File: src/design/trdma_pkg.sv
// ----------------------------------------------------------------------------
// trdma_pkg: shared types and constants for the transmit ring DMA scheduler
// Field widths, event and status codes, and the result record.
// ----------------------------------------------------------------------------
package trdma_pkg;

  // Fixed field widths of the item channels
  localparam int FUNC_W    = 2;
  localparam int LEN_W     = 13;
  localparam int OUT_IDX_W = 12;
  localparam int STATUS_W  = 3;

  // Default ring size in bytes
  localparam int BUFFER_LEN_DEFAULT = 4096;

  // Event codes carried in func
  typedef enum logic [FUNC_W-1:0] {
    FN_WRITE = 2'd0,
    FN_DONE  = 2'd1,
    FN_ERROR = 2'd2
  } func_t;

  // Result status codes
  typedef enum logic [STATUS_W-1:0] {
    ST_OK         = 3'd0,
    ST_TOO_LONG   = 3'd1,
    ST_OVF_WRAP   = 3'd2,
    ST_OVF_NOWRAP = 3'd3,
    ST_XFER_ERR   = 3'd4
  } status_t;

  // One result item
  typedef struct packed {
    status_t              status;
    logic [OUT_IDX_W-1:0] copy_index;
    logic                 start_valid;
    logic [OUT_IDX_W-1:0] start_index;
    logic [LEN_W-1:0]     chunk_len;
  } result_t;

endpackage

File: src/design/trdma_if.sv
// ----------------------------------------------------------------------------
// trdma_if: valid/ready channels of the transmit ring DMA scheduler
// Request channel carries events, response channel carries results.
// ----------------------------------------------------------------------------
interface trdma_req_if;
  logic                           valid;
  logic                           ready;
  logic [trdma_pkg::FUNC_W-1:0]   func;
  logic [trdma_pkg::LEN_W-1:0]    length;

  modport source (output valid, output func, output length, input ready);
  modport sink   (input valid, input func, input length, output ready);
endinterface

interface trdma_rsp_if;
  logic                              valid;
  logic                              ready;
  logic [trdma_pkg::STATUS_W-1:0]    status;
  logic [trdma_pkg::OUT_IDX_W-1:0]   copy_index;
  logic                              start_valid;
  logic [trdma_pkg::OUT_IDX_W-1:0]   start_index;
  logic [trdma_pkg::LEN_W-1:0]       chunk_len;

  modport source (output valid, output status, output copy_index, output start_valid,
                  output start_index, output chunk_len, input ready);
  modport sink   (input valid, input status, input copy_index, input start_valid,
                  input start_index, input chunk_len, output ready);
endinterface

File: src/design/trdma_ptrs.sv
// ----------------------------------------------------------------------------
// trdma_ptrs: ring pointer state and per-event evaluation
// Holds write/read indexes, chunk in flight and busy; computes one result
// per event and commits the next state when step is high.
// ----------------------------------------------------------------------------
module trdma_ptrs #(
  parameter int BUFFER_LEN = trdma_pkg::BUFFER_LEN_DEFAULT
) (
  input  logic                         clk,
  input  logic                         rst,
  input  logic                         step,
  input  logic [trdma_pkg::FUNC_W-1:0] func,
  input  logic [trdma_pkg::LEN_W-1:0]  length,
  output trdma_pkg::result_t           result
);
  import trdma_pkg::*;

  localparam int IDX_W = $clog2(BUFFER_LEN);
  localparam int CNT_W = IDX_W + 1;
  localparam int SUM_W = ((LEN_W > CNT_W) ? LEN_W : CNT_W) + 1;
  localparam logic [SUM_W-1:0] BL_S = SUM_W'(BUFFER_LEN);

  // State
  logic [IDX_W-1:0] write_index, write_index_next;
  logic [IDX_W-1:0] read_index, read_index_next;
  logic [CNT_W-1:0] chunk_in_flight, chunk_in_flight_next;
  logic             busy, busy_next;

  // Widened operands
  logic [SUM_W-1:0] wr_s, rd_s, n_s, wsum, rsum;
  logic             too_long, ovf_wrap, ovf_nowrap;
  logic [IDX_W-1:0] wr_adv, rd_adv;

  // Chunk computation, shared between write and completion
  logic [IDX_W-1:0] c_rd, c_wr;
  logic [CNT_W-1:0] c_len;

  assign wr_s = SUM_W'(write_index);
  assign rd_s = SUM_W'(read_index);
  assign n_s  = SUM_W'(length);

  // Write side checks and wrapped advance
  assign wsum       = wr_s + n_s;
  assign too_long   = n_s >= BL_S;
  assign ovf_wrap   = (wr_s >= rd_s) && (wsum >= BL_S) && ((wsum - BL_S) >= rd_s);
  assign ovf_nowrap = (wr_s < rd_s) && (wsum >= rd_s);
  assign wr_adv     = (wsum >= BL_S) ? IDX_W'(wsum - BL_S) : IDX_W'(wsum);

  // Completion advance of the read index
  assign rsum   = rd_s + SUM_W'(chunk_in_flight);
  assign rd_adv = (rsum >= BL_S) ? IDX_W'(rsum - BL_S) : IDX_W'(rsum);

  // Chunk runs to the write index or to the buffer end
  assign c_rd  = (func == FN_DONE) ? rd_adv : read_index;
  assign c_wr  = (func == FN_DONE) ? write_index : wr_adv;
  assign c_len = (c_rd < c_wr) ? (CNT_W'(c_wr) - CNT_W'(c_rd))
                               : (CNT_W'(BUFFER_LEN) - CNT_W'(c_rd));

  // Event evaluation
  always_comb begin
    write_index_next     = write_index;
    read_index_next      = read_index;
    chunk_in_flight_next = chunk_in_flight;
    busy_next            = busy;
    result               = '0;
    result.status        = ST_OK;
    case (func)
      FN_WRITE: begin
        if (too_long) begin
          result.status = ST_TOO_LONG;
        end else if (ovf_wrap) begin
          result.status = ST_OVF_WRAP;
        end else if (ovf_nowrap) begin
          result.status = ST_OVF_NOWRAP;
        end else begin
          result.copy_index = OUT_IDX_W'(write_index);
          if (length != '0) begin
            write_index_next = wr_adv;
            if (!busy) begin
              chunk_in_flight_next = c_len;
              busy_next            = 1'b1;
              result.start_valid   = 1'b1;
              result.start_index   = OUT_IDX_W'(c_rd);
              result.chunk_len     = LEN_W'(c_len);
            end
          end
        end
      end
      FN_DONE: begin
        if (busy) begin
          busy_next            = 1'b0;
          read_index_next      = rd_adv;
          chunk_in_flight_next = '0;
          if (write_index != rd_adv) begin
            chunk_in_flight_next = c_len;
            busy_next            = 1'b1;
            result.start_valid   = 1'b1;
            result.start_index   = OUT_IDX_W'(c_rd);
            result.chunk_len     = LEN_W'(c_len);
          end
        end
      end
      FN_ERROR: begin
        result.status        = ST_XFER_ERR;
        busy_next            = 1'b0;
        chunk_in_flight_next = '0;
      end
      default: begin
        // unused code: no effect
      end
    endcase
  end

  // State registers
  always_ff @(posedge clk) begin
    if (rst) begin
      write_index     <= '0;
      read_index      <= '0;
      chunk_in_flight <= '0;
      busy            <= 1'b0;
    end else if (step) begin
      write_index     <= write_index_next;
      read_index      <= read_index_next;
      chunk_in_flight <= chunk_in_flight_next;
      busy            <= busy_next;
    end
  end

endmodule

File: src/design/tx_ring_dma_scheduler_unit.sv
// An accepted event item passes through the input register, then the result
// register, which presents its result item.
// Throughput: one event item per cycle unless the result channel stalls; the
// pointer update is one compare and add stage between the input register and
// the result register. A stalled result holds in the result register while one
// more item waits in the input register.
// Reset (rst, synchronous) clears the indexes, chunk count, busy and valid flags.
// ----------------------------------------------------------------------------
// tx_ring_dma_scheduler_unit: transmit ring buffer DMA chunk scheduler
// Reserves ring space for writes and starts DMA chunks on completions.
// ----------------------------------------------------------------------------
module tx_ring_dma_scheduler_unit #(
  parameter int BUFFER_LEN = trdma_pkg::BUFFER_LEN_DEFAULT
) (
  input logic       clk,
  input logic       rst,
  trdma_req_if.sink req,
  trdma_rsp_if.source rsp
);
  import trdma_pkg::*;

  // Input register
  logic              s1_valid;
  logic [FUNC_W-1:0] s1_func;
  logic [LEN_W-1:0]  s1_length;

  // Result register
  logic    out_valid;
  result_t out_res;
  result_t eval_res;

  logic advance;

  assign advance   = s1_valid && (!out_valid || rsp.ready);
  assign req.ready = !s1_valid || advance;

  trdma_ptrs #(
    .BUFFER_LEN(BUFFER_LEN)
  ) u_ptrs (
    .clk    (clk),
    .rst    (rst),
    .step   (advance),
    .func   (s1_func),
    .length (s1_length),
    .result (eval_res)
  );

  // Input stage
  always_ff @(posedge clk) begin
    if (rst) begin
      s1_valid <= 1'b0;
    end else if (req.ready) begin
      s1_valid <= req.valid;
    end
  end

  always_ff @(posedge clk) begin
    if (req.valid && req.ready) begin
      s1_func   <= req.func;
      s1_length <= req.length;
    end
  end

  // Result stage
  always_ff @(posedge clk) begin
    if (rst) begin
      out_valid <= 1'b0;
    end else if (advance) begin
      out_valid <= 1'b1;
    end else if (rsp.ready) begin
      out_valid <= 1'b0;
    end
  end

  always_ff @(posedge clk) begin
    if (advance) begin
      out_res <= eval_res;
    end
  end

  assign rsp.valid       = out_valid;
  assign rsp.status      = out_res.status;
  assign rsp.copy_index  = out_res.copy_index;
  assign rsp.start_valid = out_res.start_valid;
  assign rsp.start_index = out_res.start_index;
  assign rsp.chunk_len   = out_res.chunk_len;

  // Checks
  a_no_accept_when_full: assert property (@(posedge clk) disable iff (rst)
    (s1_valid && out_valid && !rsp.ready) |-> !req.ready)
    else $error("input accepted while both stages are full");

  a_s1_holds: assert property (@(posedge clk) disable iff (rst)
    (s1_valid && !advance) |=> s1_valid)
    else $error("pending item dropped from input register");

  a_no_start_on_fail: assert property (@(posedge clk) disable iff (rst)
    (rsp.valid && (rsp.status != ST_OK)) |-> !rsp.start_valid)
    else $error("chunk started on a failed item");

endmodule

File: src/flat_wrapper.sv
// flat-port wrapper written by rule: the top's interface ports become plain ports
module tx_ring_dma_scheduler_unit_flat import trdma_pkg::*;
#(
  parameter int BUFFER_LEN = trdma_pkg::BUFFER_LEN_DEFAULT
)
  (clk, rst, req_valid, req_func, req_length, req_ready, rsp_valid, rsp_status, rsp_copy_index, rsp_start_valid, rsp_start_index, rsp_chunk_len, rsp_ready);
  trdma_req_if req_i ();
  trdma_rsp_if rsp_i ();
  input logic clk;
  input logic rst;
  input wire logic [$bits(req_i.valid)-1:0] req_valid;
  input wire logic [$bits(req_i.func)-1:0] req_func;
  input wire logic [$bits(req_i.length)-1:0] req_length;
  output wire logic [$bits(req_i.ready)-1:0] req_ready;
  output wire logic [$bits(rsp_i.valid)-1:0] rsp_valid;
  output wire logic [$bits(rsp_i.status)-1:0] rsp_status;
  output wire logic [$bits(rsp_i.copy_index)-1:0] rsp_copy_index;
  output wire logic [$bits(rsp_i.start_valid)-1:0] rsp_start_valid;
  output wire logic [$bits(rsp_i.start_index)-1:0] rsp_start_index;
  output wire logic [$bits(rsp_i.chunk_len)-1:0] rsp_chunk_len;
  input wire logic [$bits(rsp_i.ready)-1:0] rsp_ready;
  assign req_i.valid = req_valid;
  assign req_i.func = req_func;
  assign req_i.length = req_length;
  assign req_ready = req_i.ready;
  assign rsp_valid = rsp_i.valid;
  assign rsp_status = rsp_i.status;
  assign rsp_copy_index = rsp_i.copy_index;
  assign rsp_start_valid = rsp_i.start_valid;
  assign rsp_start_index = rsp_i.start_index;
  assign rsp_chunk_len = rsp_i.chunk_len;
  assign rsp_i.ready = rsp_ready;
  tx_ring_dma_scheduler_unit #(.BUFFER_LEN(BUFFER_LEN)) u_core (.clk(clk), .rst(rst), .req(req_i), .rsp(rsp_i));
endmodule
File: config.mk
export PLATFORM = sky130hd
export DESIGN_NAME = tx_ring_dma_scheduler_unit_flat
export DESIGN_NICKNAME = d
export VERILOG_FILES = /design/src/design/trdma_pkg.sv /design/src/design/trdma_if.sv /design/src/design/trdma_ptrs.sv /design/src/design/tx_ring_dma_scheduler_unit.sv /design/src/flat_wrapper.sv
export SDC_FILE = /design/constraint.sdc
export NUM_CORES = 1
export LEC_CHECK = 0
export BUFFER_PORTS_ARGS = -buffer_cell sky130_fd_sc_hd__clkbuf_2
export CAP_MARGIN = 20
export CELL_PAD_IN_SITES_DETAIL_PLACEMENT = 1
export CELL_PAD_IN_SITES_GLOBAL_PLACEMENT = 2
export CORE_UTILIZATION = 30
export DETAILED_ROUTE_END_ITERATION = 8
export PLACE_DENSITY_LB_ADDON = 0.1
export SYNTH_ARGS = -nofsm -noshare
export SYNTH_HDL_FRONTEND = slang
export SYNTH_HIERARCHICAL = 1
export SYNTH_SLANG_ARGS = --single-unit
File: constraint.sdc
create_clock -name clk -period 5.6 [get_ports clk]
set_input_delay 0.84 -clock clk [delete_from_list [all_inputs] [get_ports clk]]
set_output_delay 0.84 -clock clk [all_outputs]
set_load 0.1 [all_outputs]
==> results.py <==
metrics = {
    "status": {
        "status": "finished, final reports clean",
    },
    "sta": {
        "finalSetupTns_ns": 0,
        "setup_viol": 0,
        "relSlewSlack_pct": 44.2,
        "worst_slew_pin_slew_ns": 0.828,
        "period_share_pct": 92.9,
        "hold_viol_final": 0,
        "clock_skew_ns": 0.00992,
        "max_freq_mhz": 192,
        "slew_violations": 0,
        "rsz0062_at_grt": "false",
        "holdWs_ns": 0.476,
        "timing.final.crit_period_ns": 5.20,
    },
    "finish": {
        "final_common_cell": "nor2_1",
        "layout-drive-gt1-share_pct": 14.7,
        "nets": 853,
        "final_cell_mix": "72 x nor2_1, 64 x nand2_1, 63 x ha_1",
        "fill_cells": 2532,
        "antennaDiodeCount": 0,
        "area_growth_pct": 13.9,
        "layout.cells.non_filler": 1053,
        "final_area_um2": 7570,
    },
    "route": {
        "wl_per_cell_um": 19.7,
        "ant_nets": 0,
        "drtIter0Drc": 222,
        "num_vias": 5439,
        "dr.pass1.iters": 4,
        "viasPerCell": 5.17,
        "wl_mm": 20.8,
        "route.detailed.drc": 0,
    },
    "clocking": {
        "tritoncts": "done",
        "cts_buffers": 9,
        "cts_setup_buffers": 0,
        "cts_resized": 0,
        "clockRootBuffer": "clkbuf_16",
        "ctsHoldBuffers": 0,
        "clk_pin_slew_ns": 0.08,
        "cts.sinks": 95,
        "worstSkewPairLatency_ns": 0.36,
        "clockBufferDepth": 2,
        "htree_num_levels": 3,
    },
    "power": {
        "ir_drop_uv": 111,
        "p_per_area_nw_per_um2": 244,
        "leakage_nw": 3.07,
    },
    "logic_synthesis": {
        "avgSynthCellArea_um2": 9.38,
        "synth_seq_cells": 95,
        "synthMuxAreaShare_pct": 5.10,
        "yosysSeqAreaShare_pct": 37.0,
        "yosys.area_share.adder_pct": 12.9,
        "synth_fp_nets": 794,
        "synth_xor_area_share_pct": 7.21,
        "synth_flop_cell": "edfxtp_1",
        "synth-compound-area-share_pct": 17.0,
        "synth_top_family_by_area": "compound AO/OA/AOI/OAI gates",
        "async_flop_share_pct": 0,
        "syn_area_um2": 6650,
        "synth_cell_type_count": 76,
        "synth_edf_count": 56,
        "yosys_warnings": 6,
        "synthSimpleGateAreaFrac_pct": 16.6,
        "postSynthCellCount": 709,
    },
    "critical_path": {
        "reg2regPathDepth": 15,
        "critPathTopFamily": "compound AO/OA/AOI/OAI gates",
        "arrival_ns": 5.51,
        "path_cells": "ha_1 -> a21o_1 -> or3_1 -> o221a_1 -> o31a_2 -> a21oi_2 -> ha_1 -> o21ai_0 -> a2111oi_0 -> nor3_1 -> maj3_1 -> a21oi_1 -> or3_1 -> a211oi_1 -> a211o_1",
        "path_max_fanout": 12,
        "endpoint_kind": "flop",
        "critPathKind": "flop to flop",
        "critPathMaxStageDelay_ns": 0.63,
        "crit_buf_inv": 0,
        "path_depth": 15,
        "crit_path_top_delay_cell": "or3_1",
        "start_kind": "flop",
        "worstPathRequired_ns": 5.91,
    },
    "worst_hold_path": {
        "hold_path.class": "flop to flop",
        "min_path_cells": 2,
    },
    "global_route": {
        "grt_max_degree": 44,
        "grt_pass1_wl_mm": 32.1,
        "gr-total-overflow": 0,
        "track_usage_pct": 19.0,
        "grt_pass1_vias": 5512,
        "antenna_found_initial": 0,
    },
    "floorplan": {
        "dieWidth_um": 151,
        "dieArea_um2": 22800,
        "ios": 62,
        "num_rows": 54,
        "design.core.area_um2": 21800,
        "die_h_um": 151,
        "initial_core_util_pct": 30.6,
    },
    "placed_design": {
        "gp_congestion": 0.864,
        "dpl_cell_area_um2": 7280,
        "dpl.cell_count": 1037,
        "dp_hpwl_mm": 16.2,
        "portBuffers": 61,
    },
    "job": {
        "drv_cap": 0,
    },
}
==> power breakdown <==
group	switching [mW]	internal [mW]
Combinational	0.295	0.135
Sequential	0.0138	0.763
Clock	0.323	0.313
Total	0.632	1.21
==> cells in the mapped netlist, drive strengths merged, types with 11 or more instances <==
| library cell | number | area [µm²] |
|---|---|---|
| xnor2 | 37 | 324 |
| nand3 | 14 | 70.1 |
| a211oi | 11 | 82.6 |
| a21o | 14 | 105 |
| mux2i | 27 | 283 |
| ha | 63 | 788 |
| nand2 | 64 | 240 |
| edfxtp | 56 | 1680 |
| o21ai | 29 | 149 |
| clkbuf | 16 | 60.1 |
| inv | 45 | 169 |
| nor3 | 13 | 65.1 |
| dfxtp | 39 | 781 |
| and2 | 13 | 85.1 |
| nor2 | 72 | 270 |
| o211ai | 15 | 118 |
| a21oi | 46 | 238 |
==> per-layer routing <==
metal	routed length, µm	global-route usage [%]	vias to the layer above	part of all wire [%]
met4	269	5.95	0	1.3
met1	10300	26.3	2670	50
li1	-	-	2688	-
met3	427	1.87	16	2.1
met2	9780	30.9	65	47
met5	0	0	-	0
==> worst register-to-register path, stage by stage (launching register included) <==
cell and delay [ns]:
dfxtp_1 0.57, ha_1 0.38, a21o_1 0.22, or3_1 0.32
o221a_1 0.29, o31a_2 0.33, a21oi_2 0.28, ha_1 0.29
o21ai_0 0.28, a2111oi_0 0.13, nor3_1 0.51, maj3_1 0.32
a21oi_1 0.15, or3_1 0.64, a211oi_1 0.29, a211o_1 0.14
==> layout make-up <==
| type | instances | area [µm²] | area share (%) |
|---|---|---|---|
| Sequential cell | 95 | 2460 | 32.5 |
| Clock buffer | 9 | 225 | 2.98 |
| Clock inverter | 7 | 65.1 | 0.860 |
| Multi-Input combinational cell | 545 | 3910 | 51.7 |
| Inverter | 46 | 173 | 2.28 |
| Timing Repair Buffer | 71 | 380 | 5.02 |
| Tap cell | 280 | 350 | 4.63 |
==> final timing paths <==
kind / startpoint / to / slack [ns]
setup reg to reg: u_core/u_ptrs/write_index[5] / u_core/u_ptrs/chunk_in_flight[10] / 0.40
hold / removal: u_core/u_ptrs/chunk_in_flight[5] / u_core/u_ptrs/chunk_in_flight[5] / 0.48
hold reg to reg: u_core/u_ptrs/chunk_in_flight[5] / u_core/u_ptrs/chunk_in_flight[5] / 0.48
setup / recovery: u_core/u_ptrs/write_index[5] / u_core/u_ptrs/chunk_in_flight[10] / 0.40
==> cell families after synthesis <==
family                   after synthesis
AO/OA/AOI/OAI                        165
XOR/XNOR                              50
adder cells (fa/ha/maj)               67
buffers and inverters                 69
flip-flops                            95
multiplexers                          32
AND/OR/NAND/NOR                      231
==> per-stage QoR <==
step                power [mW]  util [%]  setup WS (ns)
CTS                       1.88      34.8          0.350
floorplan                 1.12         -           1.29
global placement          1.22      33.5          0.512
detailed placement        1.23      33.5          0.402
finish                    1.84      34.8          0.399
global route              1.94      34.8         0.0798
==> flip-flops by register name, summed over array words and instances, names as in the netlist <==
signal / cells
u_core/u_ptrs/read_index: 12
u_core/rsp.valid: 1
u_core/rsp.start_index: 12
u_core/rsp.copy_index: 12
u_core/s1_valid: 1
u_core/u_ptrs/busy: 1
u_core/u_ptrs/write_index: 12
u_core/rsp.chunk_len: 13
u_core/rsp.status: 3
u_core/s1_length: 13
u_core/s1_func: 2
u_core/u_ptrs/chunk_in_flight: 12
u_core/rsp.start_valid: 1
Power figures use the tool's default switching activity.
